File: src/sv/rssp_pkg.sv
// ============================================================================
// rssp_pkg
// Shared types and constants of the range sensor smoothing block.
// ============================================================================
package rssp_pkg;

    // channel numbers
    localparam int NUM_CH = 13;
    localparam logic [3:0] CH_USS_FL      = 4'd0;
    localparam logic [3:0] CH_USS_FR      = 4'd1;
    localparam logic [3:0] CH_USS_RL      = 4'd2;
    localparam logic [3:0] CH_USS_RR      = 4'd3;
    localparam logic [3:0] CH_IR_FL_LONG  = 4'd4;
    localparam logic [3:0] CH_IR_FL_SHORT = 4'd5;
    localparam logic [3:0] CH_IR_FC_LONG  = 4'd6;
    localparam logic [3:0] CH_IR_FC_SHORT = 4'd7;
    localparam logic [3:0] CH_IR_FR_LONG  = 4'd8;
    localparam logic [3:0] CH_IR_FR_SHORT = 4'd9;
    localparam logic [3:0] CH_IR_RC       = 4'd10;
    localparam logic [3:0] CH_IR_RL       = 4'd11;
    localparam logic [3:0] CH_IR_RR       = 4'd12;

    // detection points
    localparam int NUM_PTS = 10;
    localparam logic [3:0] PT_USS_FL = 4'd0;
    localparam logic [3:0] PT_USS_FR = 4'd1;
    localparam logic [3:0] PT_USS_RL = 4'd2;
    localparam logic [3:0] PT_USS_RR = 4'd3;
    localparam logic [3:0] PT_IR_FL  = 4'd4;
    localparam logic [3:0] PT_IR_FR  = 4'd5;
    localparam logic [3:0] PT_IR_FC  = 4'd6;
    localparam logic [3:0] PT_IR_RC  = 4'd7;
    localparam logic [3:0] PT_IR_RL  = 4'd8;
    localparam logic [3:0] PT_IR_RR  = 4'd9;
    localparam logic [3:0] PT_LAST   = PT_IR_RR;

    // configuration register indexes
    typedef enum logic [1:0] {
        CFG_FILTER_STRENGTH = 2'd0,
        CFG_IR_SCALE        = 2'd1,
        CFG_HOLD_TIME       = 2'd2
    } t_cfg_idx;

    localparam logic [15:0] FILTER_STRENGTH_RST = 16'd45875;
    localparam logic [15:0] IR_SCALE_RST        = 16'd21299;
    localparam logic [31:0] HOLD_TIME_RST       = 32'd800000;

    // Q0.16 rotation coefficients (15 deg)
    localparam logic [15:0] COS15_Q16 = 16'd63303;
    localparam logic [15:0] SIN15_Q16 = 16'd16962;

    // gate thresholds, whole mm
    localparam int THR_50_MM    = 50;
    localparam int THR_150_MM   = 150;
    localparam int THR_200_MM   = 200;
    localparam int THR_250_MM   = 250;
    localparam int THR_300_MM   = 300;
    localparam int THR_600_MM   = 600;
    localparam int THR_1500_MM  = 1500;
    localparam int MEAN_RESET_MM = 9999;

    // coordinates, mm
    localparam logic [15:0] C_FAR     = 16'd9999;
    localparam logic [15:0] C_NFAR    = 16'hD8F1;  // -9999
    localparam logic [15:0] C_480     = 16'd480;
    localparam logic [15:0] C_485     = 16'd485;
    localparam logic [15:0] C_450     = 16'd450;
    localparam logic [15:0] C_110     = 16'd110;
    localparam logic [15:0] C_N110    = 16'hFF92;  // -110
    localparam logic [15:0] C_60      = 16'd60;
    localparam logic [15:0] C_N60     = 16'hFFC4;  // -60
    localparam logic [15:0] C_62      = 16'd62;
    localparam logic [15:0] C_56      = 16'd56;
    localparam logic [15:0] C_150     = 16'd150;
    localparam logic [15:0] C_N150    = 16'hFF6A;  // -150
    localparam logic [15:0] C_65      = 16'd65;
    localparam logic [15:0] C_68      = 16'd68;

    typedef enum logic [2:0] {
        S_IDLE    = 3'd0,
        S_MUL     = 3'd1,
        S_ACC     = 3'd2,
        S_EMIT_RD = 3'd3,
        S_EMIT_LD = 3'd4,
        S_CALC    = 3'd5,
        S_DRAIN   = 3'd6
    } t_state;

    typedef struct packed {
        logic       take;      // latch request, read channel mean
        logic       mul;       // mean update products
        logic       mean_wr;   // mean update write back
        logic       pt_rd;     // read point store
        logic       calc;      // issue one point recompute
        logic [3:0] pt_idx;
        logic       out_load;  // load output register
        logic [3:0] out_idx;
    } t_ctl_cmd;

    typedef struct packed {
        logic ch_ok;      // selector names a channel
        logic emit;       // current request emits the point set
        logic out_free;   // output register can take a point
        logic calc_busy;  // recompute pipeline holds work
    } t_dp_sts;

endpackage

File: src/sv/rssp_ctrl.sv
// ============================================================================
// rssp_ctrl
// Sequencer: mean update, point set emission, point recompute.
// ============================================================================
module rssp_ctrl (
    input  logic               i_clk,
    input  logic               i_rst_n,
    input  logic               i_in_valid,
    output logic               o_in_ready,
    input  rssp_pkg::t_dp_sts  i_sts,
    output rssp_pkg::t_ctl_cmd o_cmd
);

    rssp_pkg::t_state r_state, n_state;
    logic [3:0]       r_idx, n_idx;
    logic             accept;

    assign o_in_ready = (r_state == rssp_pkg::S_IDLE);
    assign accept     = i_in_valid & o_in_ready;

    always_ff @(posedge i_clk) begin
        if (!i_rst_n) begin
            r_state <= rssp_pkg::S_IDLE;
            r_idx   <= 4'd0;
        end else begin
            r_state <= n_state;
            r_idx   <= n_idx;
        end
    end

    // next state
    always_comb begin
        n_state = r_state;
        n_idx   = r_idx;
        case (r_state)
            rssp_pkg::S_IDLE: begin
                n_idx = 4'd0;
                if (accept && i_sts.ch_ok) begin
                    n_state = rssp_pkg::S_MUL;
                end
            end
            rssp_pkg::S_MUL: begin
                n_state = rssp_pkg::S_ACC;
            end
            rssp_pkg::S_ACC: begin
                n_idx   = 4'd0;
                n_state = i_sts.emit ? rssp_pkg::S_EMIT_RD : rssp_pkg::S_CALC;
            end
            rssp_pkg::S_EMIT_RD: begin
                n_state = rssp_pkg::S_EMIT_LD;
            end
            rssp_pkg::S_EMIT_LD: begin
                if (i_sts.out_free) begin
                    if (r_idx == rssp_pkg::PT_LAST) begin
                        n_idx   = 4'd0;
                        n_state = rssp_pkg::S_CALC;
                    end else begin
                        n_idx = r_idx + 4'd1;
                    end
                end
            end
            rssp_pkg::S_CALC: begin
                if (r_idx == rssp_pkg::PT_LAST) begin
                    n_idx   = 4'd0;
                    n_state = rssp_pkg::S_DRAIN;
                end else begin
                    n_idx = r_idx + 4'd1;
                end
            end
            rssp_pkg::S_DRAIN: begin
                if (!i_sts.calc_busy) begin
                    n_state = rssp_pkg::S_IDLE;
                end
            end
            default: begin
                n_state = rssp_pkg::S_IDLE;
                n_idx   = 4'd0;
            end
        endcase
    end

    // commands
    always_comb begin
        o_cmd = '0;
        case (r_state)
            rssp_pkg::S_IDLE: begin
                o_cmd.take = accept & i_sts.ch_ok;
            end
            rssp_pkg::S_MUL: begin
                o_cmd.mul = 1'b1;
            end
            rssp_pkg::S_ACC: begin
                o_cmd.mean_wr = 1'b1;
            end
            rssp_pkg::S_EMIT_RD: begin
                o_cmd.pt_rd  = 1'b1;
                o_cmd.pt_idx = r_idx;
            end
            rssp_pkg::S_EMIT_LD: begin
                o_cmd.out_load = i_sts.out_free;
                o_cmd.out_idx  = r_idx;
                if (i_sts.out_free && (r_idx != rssp_pkg::PT_LAST)) begin
                    o_cmd.pt_rd  = 1'b1;
                    o_cmd.pt_idx = r_idx + 4'd1;
                end
            end
            rssp_pkg::S_CALC: begin
                o_cmd.calc   = 1'b1;
                o_cmd.pt_idx = r_idx;
            end
            rssp_pkg::S_DRAIN: begin
                o_cmd = '0;
            end
            default: begin
                o_cmd = '0;
            end
        endcase
    end

    a_load_free: assert property (@(posedge i_clk) disable iff (!i_rst_n)
        o_cmd.out_load |-> i_sts.out_free)
        else $error("output register loaded while occupied");

    a_idle_drained: assert property (@(posedge i_clk) disable iff (!i_rst_n)
        (r_state == rssp_pkg::S_IDLE) |-> !i_sts.calc_busy)
        else $error("new request possible while recompute in flight");

    a_wr_after_mul: assert property (@(posedge i_clk) disable iff (!i_rst_n)
        o_cmd.mean_wr |-> $past(o_cmd.mul))
        else $error("mean write without product step");

    a_last_to_calc: assert property (@(posedge i_clk) disable iff (!i_rst_n)
        (o_cmd.out_load && (o_cmd.out_idx == rssp_pkg::PT_LAST))
            |=> (r_state == rssp_pkg::S_CALC))
        else $error("recompute did not follow the last point");

endmodule

File: config.mk
export PLATFORM = sky130hd
export DESIGN_NAME = rssp_ctrl
export DESIGN_NICKNAME = d
export VERILOG_FILES = /design/src/sv/rssp_pkg.sv /design/src/sv/rssp_ctrl.sv
export SDC_FILE = /design/constraint.sdc
export NUM_CORES = 1
export LEC_CHECK = 0
export ABC_AREA = 1
export BUFFER_PORTS_ARGS = -buffer_cell sky130_fd_sc_hd__buf_2
export CORE_MARGIN = 2
export CORE_UTILIZATION = 47
export CTS_CLUSTER_SIZE = 30
export DETAILED_ROUTE_END_ITERATION = 8
export MAX_ROUTING_LAYER = met4
export PLACE_DENSITY = 0.75
export SLEW_MARGIN = 0
export SYNTH_ARGS = -nofsm -noshare
export SYNTH_HDL_FRONTEND = slang
export SYNTH_SLANG_ARGS = --single-unit
export TNS_END_PERCENT = 20
File: constraint.sdc
create_clock -name i_clk -period 1.48 [get_ports i_clk]
set_clock_uncertainty 0.1 [all_clocks]
set_input_delay 0.296 -clock i_clk [delete_from_list [all_inputs] [get_ports i_clk]]
set_output_delay 0.296 -clock i_clk [all_outputs]
set_load 0.01 [all_outputs]
**Yosys cells after proc, flatten, opt, wreduce, memory -nomap -nowiden**

Cells that the tools add are included.

- Add/subtract/negate cells: 1
- Equal/unequal tests: 13
- Muxes and demuxes: 19
- Bitwise operators: 3
- Reductions and logical operators: 7

Operators with widths:

| operator | number |
|---|---|
| 3-bit case mux with 7 select lines | 1 |
| 3-bit 2-to-1 mux | 6 |
| 4-bit 2-to-1 mux | 3 |
| 4-bit case mux with 3 select lines | 1 |
| 3-bit equality test (second input constant) | 3 |
| 2-bit inequality test (second input constant) | 4 |
| 4-bit case mux with 2 select lines | 1 |
| 3-bit by 2-bit equality test with 1-bit output (second input constant) | 2 |
| 1-bit 2-to-1 mux | 5 |
| 5-bit 2-to-1 mux | 1 |
| 5-bit AND reduction | 1 |
| 4-bit by 1-bit adder with 4-bit output (second input constant) | 1 |
| 4-bit equality test (second input constant) | 1 |
| 4-bit inequality test (second input constant) | 1 |
| 3-bit by 1-bit equality test with 1-bit output (second input constant) | 1 |
| 3-bit zero test | 1 |
| 3-bit OR reduction | 1 |
| 1-bit AND | 2 |
| 1-bit logical AND | 2 |
| 2-bit by 1-bit inequality test with 1-bit output (second input constant) | 1 |
| 1-bit case mux with 2 select lines | 1 |
| 2-bit AND reduction | 1 |
| 2-bit OR reduction | 1 |
| 1-bit NOT | 1 |

- Register bits: 7
- Output and inout bits: 15
- Logic and storage cells: 45

**Depth between registers and ports, before layout**

Gate-level depths: netlist (run 1).

- Depth after elaboration: 5
- Mapped depth: 8
- Gate-level depth less buffers: 8

**Worst setup path before layout (run 1)**

No wires, ideal clock.

- Path type: register to output
- Start: reg r_state[0]
- End: out o_cmd[8] (netlist bit)
- Arrival time: 1.086 ns
- Required time: 1.084 ns
- Slack: -0.002 ns
- Cell stages (with the launch flop): 7
- Cell sequence: dfxtp_1 buf_4 nor2_4 nand3_1 inv_1 nand2_1 o22ai_1

RTL lines:

| element | RTL line | RTL |
|---|---|---|
| start, declared | rssp_ctrl.sv:14 | `rssp_pkg::t_state r_state, n_state;` |
| start signal, assigned | rssp_ctrl.sv:23 | `r_state <= rssp_pkg::S_IDLE;` |
| start signal, assigned | rssp_ctrl.sv:26 | `r_state <= n_state;` |
| end, declared | rssp_ctrl.sv:11 | `output rssp_pkg::t_ctl_cmd o_cmd` |

==> results.json, run 1 <==
{
  "top_layer": "met4",
  "grt-ovfl-total": 0,
  "outcome": "complete, but fails checks",
  "final_nets": 153,
  "dr_wl_met2_mm": 1.30,
  "maxSlewHeadroom_pct": 82.4,
  "syn_area_per_cell_um2": 6.11,
  "crit_type": "reg2out",
  "setup_viol": 18,
  "die_w_um": 40.0,
  "port_buffers": 21,
  "r2r_cells": 10,
  "path_delay_family": "flip-flops",
  "pin_count": 22,
  "cts_tree": "done",
  "syn_nets": 109,
  "initial_core_util_pct": 52.8,
  "insertion_delay_ns": 0.25,
  "design_area_um2": 1040,
  "max_cap_violations": 0,
  "grt_pass1_vias": 703,
  "crit_arrival_ns": 1.32,
  "worst_pin_slew_ns": 0.262,
  "wire_per_inst_um": 16.6,
  "endpoint_kind": "primary output",
  "most-common-layout-cells": "20 x buf_2, 17 x nor2_1, 16 x nand2_1, 16 x buf_4",
  "num_rows": 12,
  "ir_drop_uv": 1610,
  "finalHoldViolations": 0,
  "worstPathMaxFanout": 4,
  "ys_seq_area_share_pct": 23.0,
  "finalWirelength_mm": 2.60,
  "fin_crit_ns": 1.72,
  "critPathLaunchType": "flip-flop",
  "synth_cells": 100,
  "core_area_um2": 1160,
  "hpwlAfterDp_mm": 1.34,
  "fin_tns_setup_ns": -1.97,
  "drv_slew": 0,
  "finalWorstSetupSlack_ns": -0.238,
  "dpl_cell_area_um2": 845,
  "leakagePower_nw": 0.504,
  "path_clk_slew_ns": 0.05,
  "synth_area_um2": 611,
  "min_path_cells": 3,
  "antenna_left": 0,
  "yosys_warnings": 0,
  "syn2layout_area_growth_pct": 71.1,
  "grt_start_max_net_pins": 7,
  "crit_buf_inv": 2,
  "min_path_type": "in2reg",
  "pre_cts_ws_ns": -0.0432,
  "wl_met1_um": 997,
  "vias_per_cell": 5.80,
  "vias": 910,
  "rsz0062_at_grt": "true",
  "gp_congestion": 0.905,
  "dieArea_um2": 1600,
  "hold_buffers": 0,
  "htree_levels": 1,
  "synth-seq-cells": 7,
  "violations": "setup timing",
  "dieHeight_um": 40.0,
  "cts_buffer_depth": 2,
  "crit_cells": 6,
  "cts-root-buf": "clkbuf_4",
  "crit_slowest_cell": "dfxtp_4",
  "timing.fmax_ghz": 0.582,
  "route.met3.wl_um": 211,
  "p_per_area_nw_per_um2": 1950,
  "grt_use_total_pct": 31.0,
  "cts_made_buffers": 3,
  "antenna_found_initial": 0,
  "drtPass1Iterations": 4,
  "max_stage_delay_ns": 0.39,
  "cp.required_ns": 1.08,
  "layout_commonest_cell": "buf_2",
  "final_layout_size_suffix_gt1_share_pct": 55.9,
  "clock-sinks": 7,
  "grt_pass1_wl_mm": 3.15,
  "final_core_util_pct": 90.4,
  "drt_iter0_markers": 45,
  "antennaDiodeCount": 0,
  "synthDistinctLibCells": 22,
  "cp_cell_sequence": "buf_6 > nand3_2 > nand2_1 > nand2_2 > o22ai_2 > buf_2",
  "period_share_pct": 116,
  "drc": 0
}
==> power by group <==
group / internal [W] / switching [W] / total (W)
logic: 0.000640 / 0.000797 / 0.00144
clock network: 0.000103 / 0.0000681 / 0.000171
registers: 0.000287 / 0.000139 / 0.000426
==> final timing paths <==
check,startpoint,to,slack [ns]
setup / recovery,r_idx[0],o_cmd[8],-0.24
hold / removal,i_rst_n,r_idx[1],0.21
setup reg to reg,r_idx[1],r_state[1],-0.08
hold reg to reg,r_idx[3],r_idx[3],0.43
==> tightest hold or removal path, delay by kind of cell <==
kind            cells  cell delay, ns
buf+inv             1            0.12
compound gates      1            0.07
simple gates        1            0.04
==> metal layers <==
layer	track usage, %	vias to the layer above
met5	-	-
met4	14.7	0
met3	4.44	18
met2	54.0	68
met1	34.1	417
li1	-	407
==> logic make-up (layout without fill, tap and decap cells) <==
kind of cell             count (synthesis)  in the layout  share of synthesized area, %
adder cells (fa/ha/maj)                  2              2                          4.10
XOR/XNOR                                 1              1                          1.43
flip-flops                               7              7                          23.0
AO/OA/AOI/OAI                           15             15                          13.1
buffers and inverters                   16             59                          11.1
AND/OR/NAND/NOR                         59             59                          47.3
==> sequential cells by signal, summed over array words and instances (netlist names) <==
register	flops
r_idx	4
r_state	3
==> through the flow <==
stage	total power, W	hold WS, ns	std cells
floorplan	0.000984	0.320	100
global placement	0.00139	0.431	149
detailed placement	0.00142	0.434	149
CTS	0.00184	0.199	157
global route	0.00215	0.209	157
finish	0.00203	0.206	157
==> synth_stat cells <==
| cell type | n | area share, % |
|---|---|---|
| a21oi_1 | 3 | 2.5 |
| a21oi_2 | 1 | 1.4 |
| buf_4 | 2 | 2.5 |
| dfxtp_1 | 7 | 23 |
| ha_1 | 2 | 4.1 |
| inv_1 | 10 | 6.1 |
| inv_2 | 4 | 2.5 |
| nand2_1 | 19 | 12 |
| nand2_2 | 3 | 3.1 |
| nand2_4 | 1 | 1.8 |
| nand3_1 | 6 | 4.9 |
| nand3_2 | 2 | 3.3 |
| nand3b_1 | 2 | 2.5 |
| nand4_1 | 2 | 2.0 |
| nor2_1 | 19 | 12 |
| nor2_2 | 1 | 1.0 |
| nor2_4 | 2 | 3.7 |
| nor3_1 | 2 | 1.6 |
| o21ai_0 | 8 | 6.6 |
| o21ai_1 | 2 | 1.6 |
| o22ai_1 | 1 | 1.0 |
| xor2_1 | 1 | 1.4 |
==> cell type report <==
type	instances	area, um2
multi-input combinational	77	503
timing repair buffer	41	277
sequential	7	161
fill	55	111
inverter	14	60.1
clock buffer	4	26.3
tap	14	17.5
==> timing repair <==
action,CTS,global route
endpoints found under the hold margin,0,0
buffers inserted,4,0
gates resized for setup,37,10
gates cloned,0,0
setup endpoints to repair,15,19
pin swaps,6,2
Power figures use the tool's default switching activity.
==> run 2: changes to the inputs <==
--- a/config.mk
+++ b/config.mk
@@ -8,11 +8,12 @@
 export ABC_AREA = 1
 export BUFFER_PORTS_ARGS = -buffer_cell sky130_fd_sc_hd__buf_2
 export CORE_MARGIN = 2
-export CORE_UTILIZATION = 47
+export CORE_UTILIZATION = 42
 export CTS_CLUSTER_SIZE = 30
 export DETAILED_ROUTE_END_ITERATION = 8
 export MAX_ROUTING_LAYER = met4
-export PLACE_DENSITY = 0.75
+export PLACE_DENSITY = 0.71
+export SKIP_CTS_REPAIR_TIMING = 1
 export SLEW_MARGIN = 0
 export SYNTH_ARGS = -nofsm -noshare
 export SYNTH_HDL_FRONTEND = slang
==> constraint.sdc (replaced) <==
create_clock -name i_clk -period 1.4 [get_ports i_clk]
set_clock_uncertainty 0.1 [all_clocks]
set_input_delay 0.28 -clock i_clk [delete_from_list [all_inputs] [get_ports i_clk]]
set_output_delay 0.28 -clock i_clk [all_outputs]
set_load 0.01 [all_outputs]
==> run 2 against run 1 <==
The run still ends with setup timing left. Critical path type unchanged. Cell count is 5.1% higher. Utilization is 7.8 points lower. First-iteration DRC count is 76% lower. Largest power group unchanged.
==> results.json, run 2 (synthesized netlist as in run 1, its figures left out) <==
{
  "r2r_cells": 10,
  "drc": 0,
  "r2r_end": "r_state[1]",
  "grt_start_max_net_pins": 7,
  "drv_slew": 0,
  "antenna_left": 0,
  "p_per_area_nw_per_um2": 1900,
  "hold_end": "r_idx[0]",
  "leakagePower_nw": 0.544,
  "initial_core_util_pct": 45.8,
  "largest_register_ffs": 4,
  "finalWirelength_mm": 2.07,
  "insertion_delay_ns": 0.24,
  "design_area_um2": 1100,
  "top_layer": "met3",
  "vias_per_cell": 5.14,
  "dieArea_um2": 1770,
  "grt_use_total_pct": 20.3,
  "min_path_cells": 3,
  "reg_top3": "r_idx (4), r_state (3)",
  "antennaDiodeCount": 0,
  "hold_start": "i_rst_n",
  "most-common-layout-cells": "21 x buf_2, 21 x buf_4, 17 x nor2_1",
  "die_w_um": 42.1,
  "finalHoldViolations": 0,
  "antenna_found_initial": 0,
  "final_layout_size_suffix_gt1_share_pct": 59.3,
  "grt-ovfl-total": 0,
  "max_stage_delay_ns": 0.39,
  "cts-root-buf": "clkbuf_4",
  "wire_per_inst_um": 12.5,
  "pin_count": 22,
  "period_share_pct": 119,
  "route.met3.wl_um": 81,
  "vias": 848,
  "hpwlAfterDp_mm": 1.41,
  "crit_slowest_cell": "dfxtp_4",
  "cts_buffer_depth": 2,
  "crit_type": "reg2out",
  "setup_viol": 21,
  "drtPass1Iterations": 4,
  "cts_tree": "done",
  "syn2layout_area_growth_pct": 80.3,
  "port_buffers": 21,
  "drt_iter0_markers": 11,
  "cts_made_buffers": 3,
  "cp.required_ns": 1.02,
  "gp_congestion": 0.855,
  "cp_cell_sequence": "buf_6 > nand3_2 > nand2_1 > nand2_2 > o22ai_2 > buf_2",
  "rsz0062_at_grt": "true",
  "final_core_util_pct": 82.6,
  "wl_met1_um": 928,
  "outcome": "complete, but fails checks",
  "timing.fmax_ghz": 0.600,
  "clock-sinks": 7,
  "r2r_slack_ns": -0.13,
  "grt_pass1_vias": 705,
  "timing.hold.ws_ns": 0.209,
  "pre_cts_ws_ns": -0.0940,
  "min_path_type": "in2reg",
  "r2r-start": "r_idx[1]",
  "violations": "setup timing",
  "ir_drop_uv": 1310,
  "dr_wl_met2_mm": 1.06,
  "max_cap_violations": 0,
  "grt_pass1_wl_mm": 2.82,
  "core_area_um2": 1330,
  "crit_arrival_ns": 1.29,
  "num_rows": 13,
  "top_register": "r_idx",
  "final_nets": 160,
  "worst_pin_slew_ns": 0.245,
  "fillers": 84,
  "path_clk_slew_ns": 0.05,
  "dpl_cell_area_um2": 891,
  "critPathLaunchType": "flip-flop",
  "maxSlewHeadroom_pct": 83.6,
  "endpoint_kind": "primary output",
  "fin_crit_ns": 1.67,
  "worstPathMaxFanout": 4,
  "finalWorstSetupSlack_ns": -0.267,
  "htree_levels": 1,
  "dieHeight_um": 42.1
}
run 2: how the worst max path moves through the flow:
stage	start	end	slack, ns	cells after the start
floorplan	r_state[2]	o_cmd[5]	-0.01	6
global placement	r_state[1]	o_cmd[6]	-0.06	6
detailed placement	r_state[1]	o_cmd[7]	-0.09	6
CTS	r_idx[1]	o_cmd[8]	-0.36	6
global route	r_idx[0]	o_cmd[8]	-0.32	6
finish	r_idx[0]	o_cmd[8]	-0.27	6
run 2: routing by layer:
metal | track usage (%) | vias to the layer above
met5 | - | -
met4 | 1.88 | 0
met3 | 2.59 | 0
met2 | 37.2 | 30
met1 | 24.7 | 393
li1 | - | 425
run 2: power by group:
part	internal, W	leakage (nW)	switching (W)	total, W
Combinational	0.000701	0.468	0.000783	0.00148
Sequential	0.000303	0.0612	0.000130	0.000433
Clock	0.000108	0.0150	0.0000670	0.000175
Total	0.00111	0.544	0.000981	0.00209
run 2: area by class of cell:
type | count | area [um2] | share of cell area [%]
clock buffers | 4 | 26.3 | 2.39
inverters | 14 | 60.1 | 5.45
multi-input cells | 77 | 505 | 45.9
flip-flops and latches | 7 | 160 | 14.5
well taps | 15 | 18.8 | 1.70
repair buffers | 48 | 330 | 30.0
run 2: worst max-delay path, delay by kind of cell, from the launching register on:
family          cells  cell delay [ns]
flops               1             0.39
compound gates      1             0.16
simple gates        3             0.23
buf+inv             2             0.26
run 2: per-stage QoR:
step	total power (W)	TNS (ns)	cells
after floorplan	0.00104	-0.0350	100
after global placement	0.00151	-0.241	156
after detailed placement	0.00155	-0.556	156
after CTS	0.00173	-3.33	160
after global routing	0.00226	-3.85	165
final	0.00209	-2.51	165
==> run 3: changes to the inputs <==
==> constraint.sdc (replaced) <==
create_clock -name i_clk -period 1.4 [get_ports i_clk]
set_clock_uncertainty 0.1 [all_clocks]
set_input_delay 0.14 -clock i_clk [delete_from_list [all_inputs] [get_ports i_clk]]
set_output_delay 0.14 -clock i_clk [all_outputs]
set_load 0.01 [all_outputs]
==> run 3 against run 2 <==
Largest cell class unchanged. Count of clock-buffer cells in the layout unchanged. Clock power about the same. The flow still finishes with violations (setup timing). Die area is the same. Register-to-register slack better by 0.13 ns. Flip-flop and latch count stayed put. Power is 12% lower. Routed wire length decreased by 12%. Design area down 14%. Sequential power is 2% lower. Sequential share of layout area grew 2.5 points.
==> results.json, run 3 (synthesized netlist as in run 1, its figures left out) <==
{
  "outcome": "complete, but fails checks",
  "violations": "setup timing",
  "use_met2_pct": 27.2,
  "grt_pass1_wl_mm": 2.39,
  "grt-ovfl-total": 0,
  "finalWirelength_mm": 1.83,
  "multi_input_area_um2": 478,
  "max_stage_delay_ns": 0.36,
  "finalWorstSetupSlack_ns": -0.150,
  "critPathLaunchType": "flip-flop",
  "rsz0062_at_grt": "true",
  "cts_made_buffers": 3,
  "vias_per_cell": 5.14,
  "fin_crit_ns": 1.55,
  "p_clk_share_pct": 9.7,
  "cp.required_ns": 1.16,
  "path_clk_slew_ns": 0.05,
  "numPlacedInstances": 140,
  "syn2layout_area_growth_pct": 54.7,
  "internal_power_w": 0.000944,
  "path_delay_family": "flip-flops",
  "min_path_type": "in2reg",
  "timing.fmax_ghz": 0.645,
  "drtPass1Iterations": 4,
  "crit_slowest_cell": "dfxtp_4",
  "num_rows": 13,
  "die_w_um": 42.1,
  "period_share_pct": 111,
  "worstPathMaxFanout": 5,
  "swShare_pct": 48.5,
  "grt_use_met3_pct": 2.59,
  "busiest_layer": "met2",
  "finalHoldViolations": 0,
  "leakagePower_nw": 0.456,
  "wire_per_inst_um": 12.2,
  "core_area_um2": 1330,
  "p_per_area_nw_per_um2": 1940,
  "pin_count": 22,
  "htree_levels": 1,
  "drv_slew": 0,
  "most-common-layout-cells": "20 x buf_2, 18 x nor2_1, 15 x nand2_1",
  "crit_arrival_ns": 1.31,
  "cts_tree": "done",
  "cts_buffer_depth": 2,
  "drc": 0,
  "crit_buf_inv": 2,
  "fillers": 119,
  "setup_viol": 8,
  "p_seq_share_pct": 23.2,
  "gp_congestion": 0.776,
  "final_core_util_pct": 70.8,
  "cts-root-buf": "clkbuf_4",
  "grt_start_max_net_pins": 7,
  "ir_drop_uv": 1340,
  "crit_type": "reg2out",
  "hpwlAfterDp_mm": 1.21,
  "worst_pin_slew_ns": 0.222,
  "antenna_left": 0,
  "cp_cell_sequence": "nor2_4 > nand3_2 > inv_2 > nand2_2 > o22ai_2 > buf_2",
  "largest_register_ffs": 4,
  "initial_core_util_pct": 45.8,
  "endpoint_kind": "primary output",
  "final_layout_size_suffix_gt1_share_pct": 52.6,
  "max_cap_violations": 0,
  "dieArea_um2": 1770,
  "final_nets": 145,
  "grt_use_total_pct": 17.9,
  "seqCellArea_um2": 161,
  "power.total_w": 0.00183,
  "grtUsageMet1_pct": 22.9,
  "reg_top3": "r_idx (4), r_state (3)",
  "fin_cells": 150,
  "drt_iter0_markers": 31,
  "timing.hold.ws_ns": 0.0502,
  "pre_cts_ws_ns": -0.00810,
  "insertion_delay_ns": 0.25,
  "top_register": "r_idx",
  "p_comb_share_pct": 67.2,
  "antennaDiodeCount": 0,
  "maxSlewHeadroom_pct": 85.1,
  "port_buffers": 21,
  "clock-sinks": 7,
  "grt_pass1_vias": 573,
  "vias": 771,
  "p_switching_w": 0.000888,
  "dieHeight_um": 42.1,
  "layout_commonest_cell": "buf_2",
  "antenna_found_initial": 0
}
[run 3: per-layer routing]
layer | up-vias | wire length (um)
li1 | 391 | -
met1 | 346 | 781
met2 | 28 | 925
met3 | 6 | 78
met4 | 0 | 42
met5 | - | 0
[run 3: final cells by class]
class | count | share of cell area, %
Clock buffer | 4 | 2.78
Inverter | 14 | 5.83
Multi-Input combinational cell | 77 | 50.6
Sequential cell | 7 | 17.1
Tap cell | 15 | 1.99
Timing Repair Buffer | 33 | 21.7
[run 3: path summary, 6_finish.rpt]
check                           slack, ns  depth (start not counted)         end  startpoint
worst max-delay path                -0.15                          6    o_cmd[8]  r_state[0]
worst max register to register          0                          9  r_state[1]    r_idx[1]
worst min register to register       0.43                          2    r_idx[3]    r_idx[3]
worst min-delay path                 0.05                          3  r_state[2]     i_rst_n
[run 3: per-stage QoR]
| stage | TNS, ns | area, um2 |
|---|---|---|
| 4_1_cts | -1.26 | 791 |
| 2_1_floorplan | 0 | 611 |
| 3_3_place_gp | 0 | 764 |
| 6_report | -0.622 | 945 |
| 3_5_place_dp | -0.00810 | 764 |
| 5_1_grt | -1.53 | 945 |
[run 3: tightest hold or removal path: stages]
cell,delay [ns]
buf_2,0.12
nand2_1,0.06
a21oi_1,0.04
[run 3: power by group through the flow]
stage | clock, W | sequential, W | combinational (W)
global route | 0.000200 | 0.000437 | 0.00134
global placement | 0 | 0.000369 | 0.000955
CTS | 0.000191 | 0.000365 | 0.000972
floorplan | 0 | 0.000324 | 0.000714
detailed placement | 0 | 0.000370 | 0.000968
finish | 0.000177 | 0.000424 | 0.00123
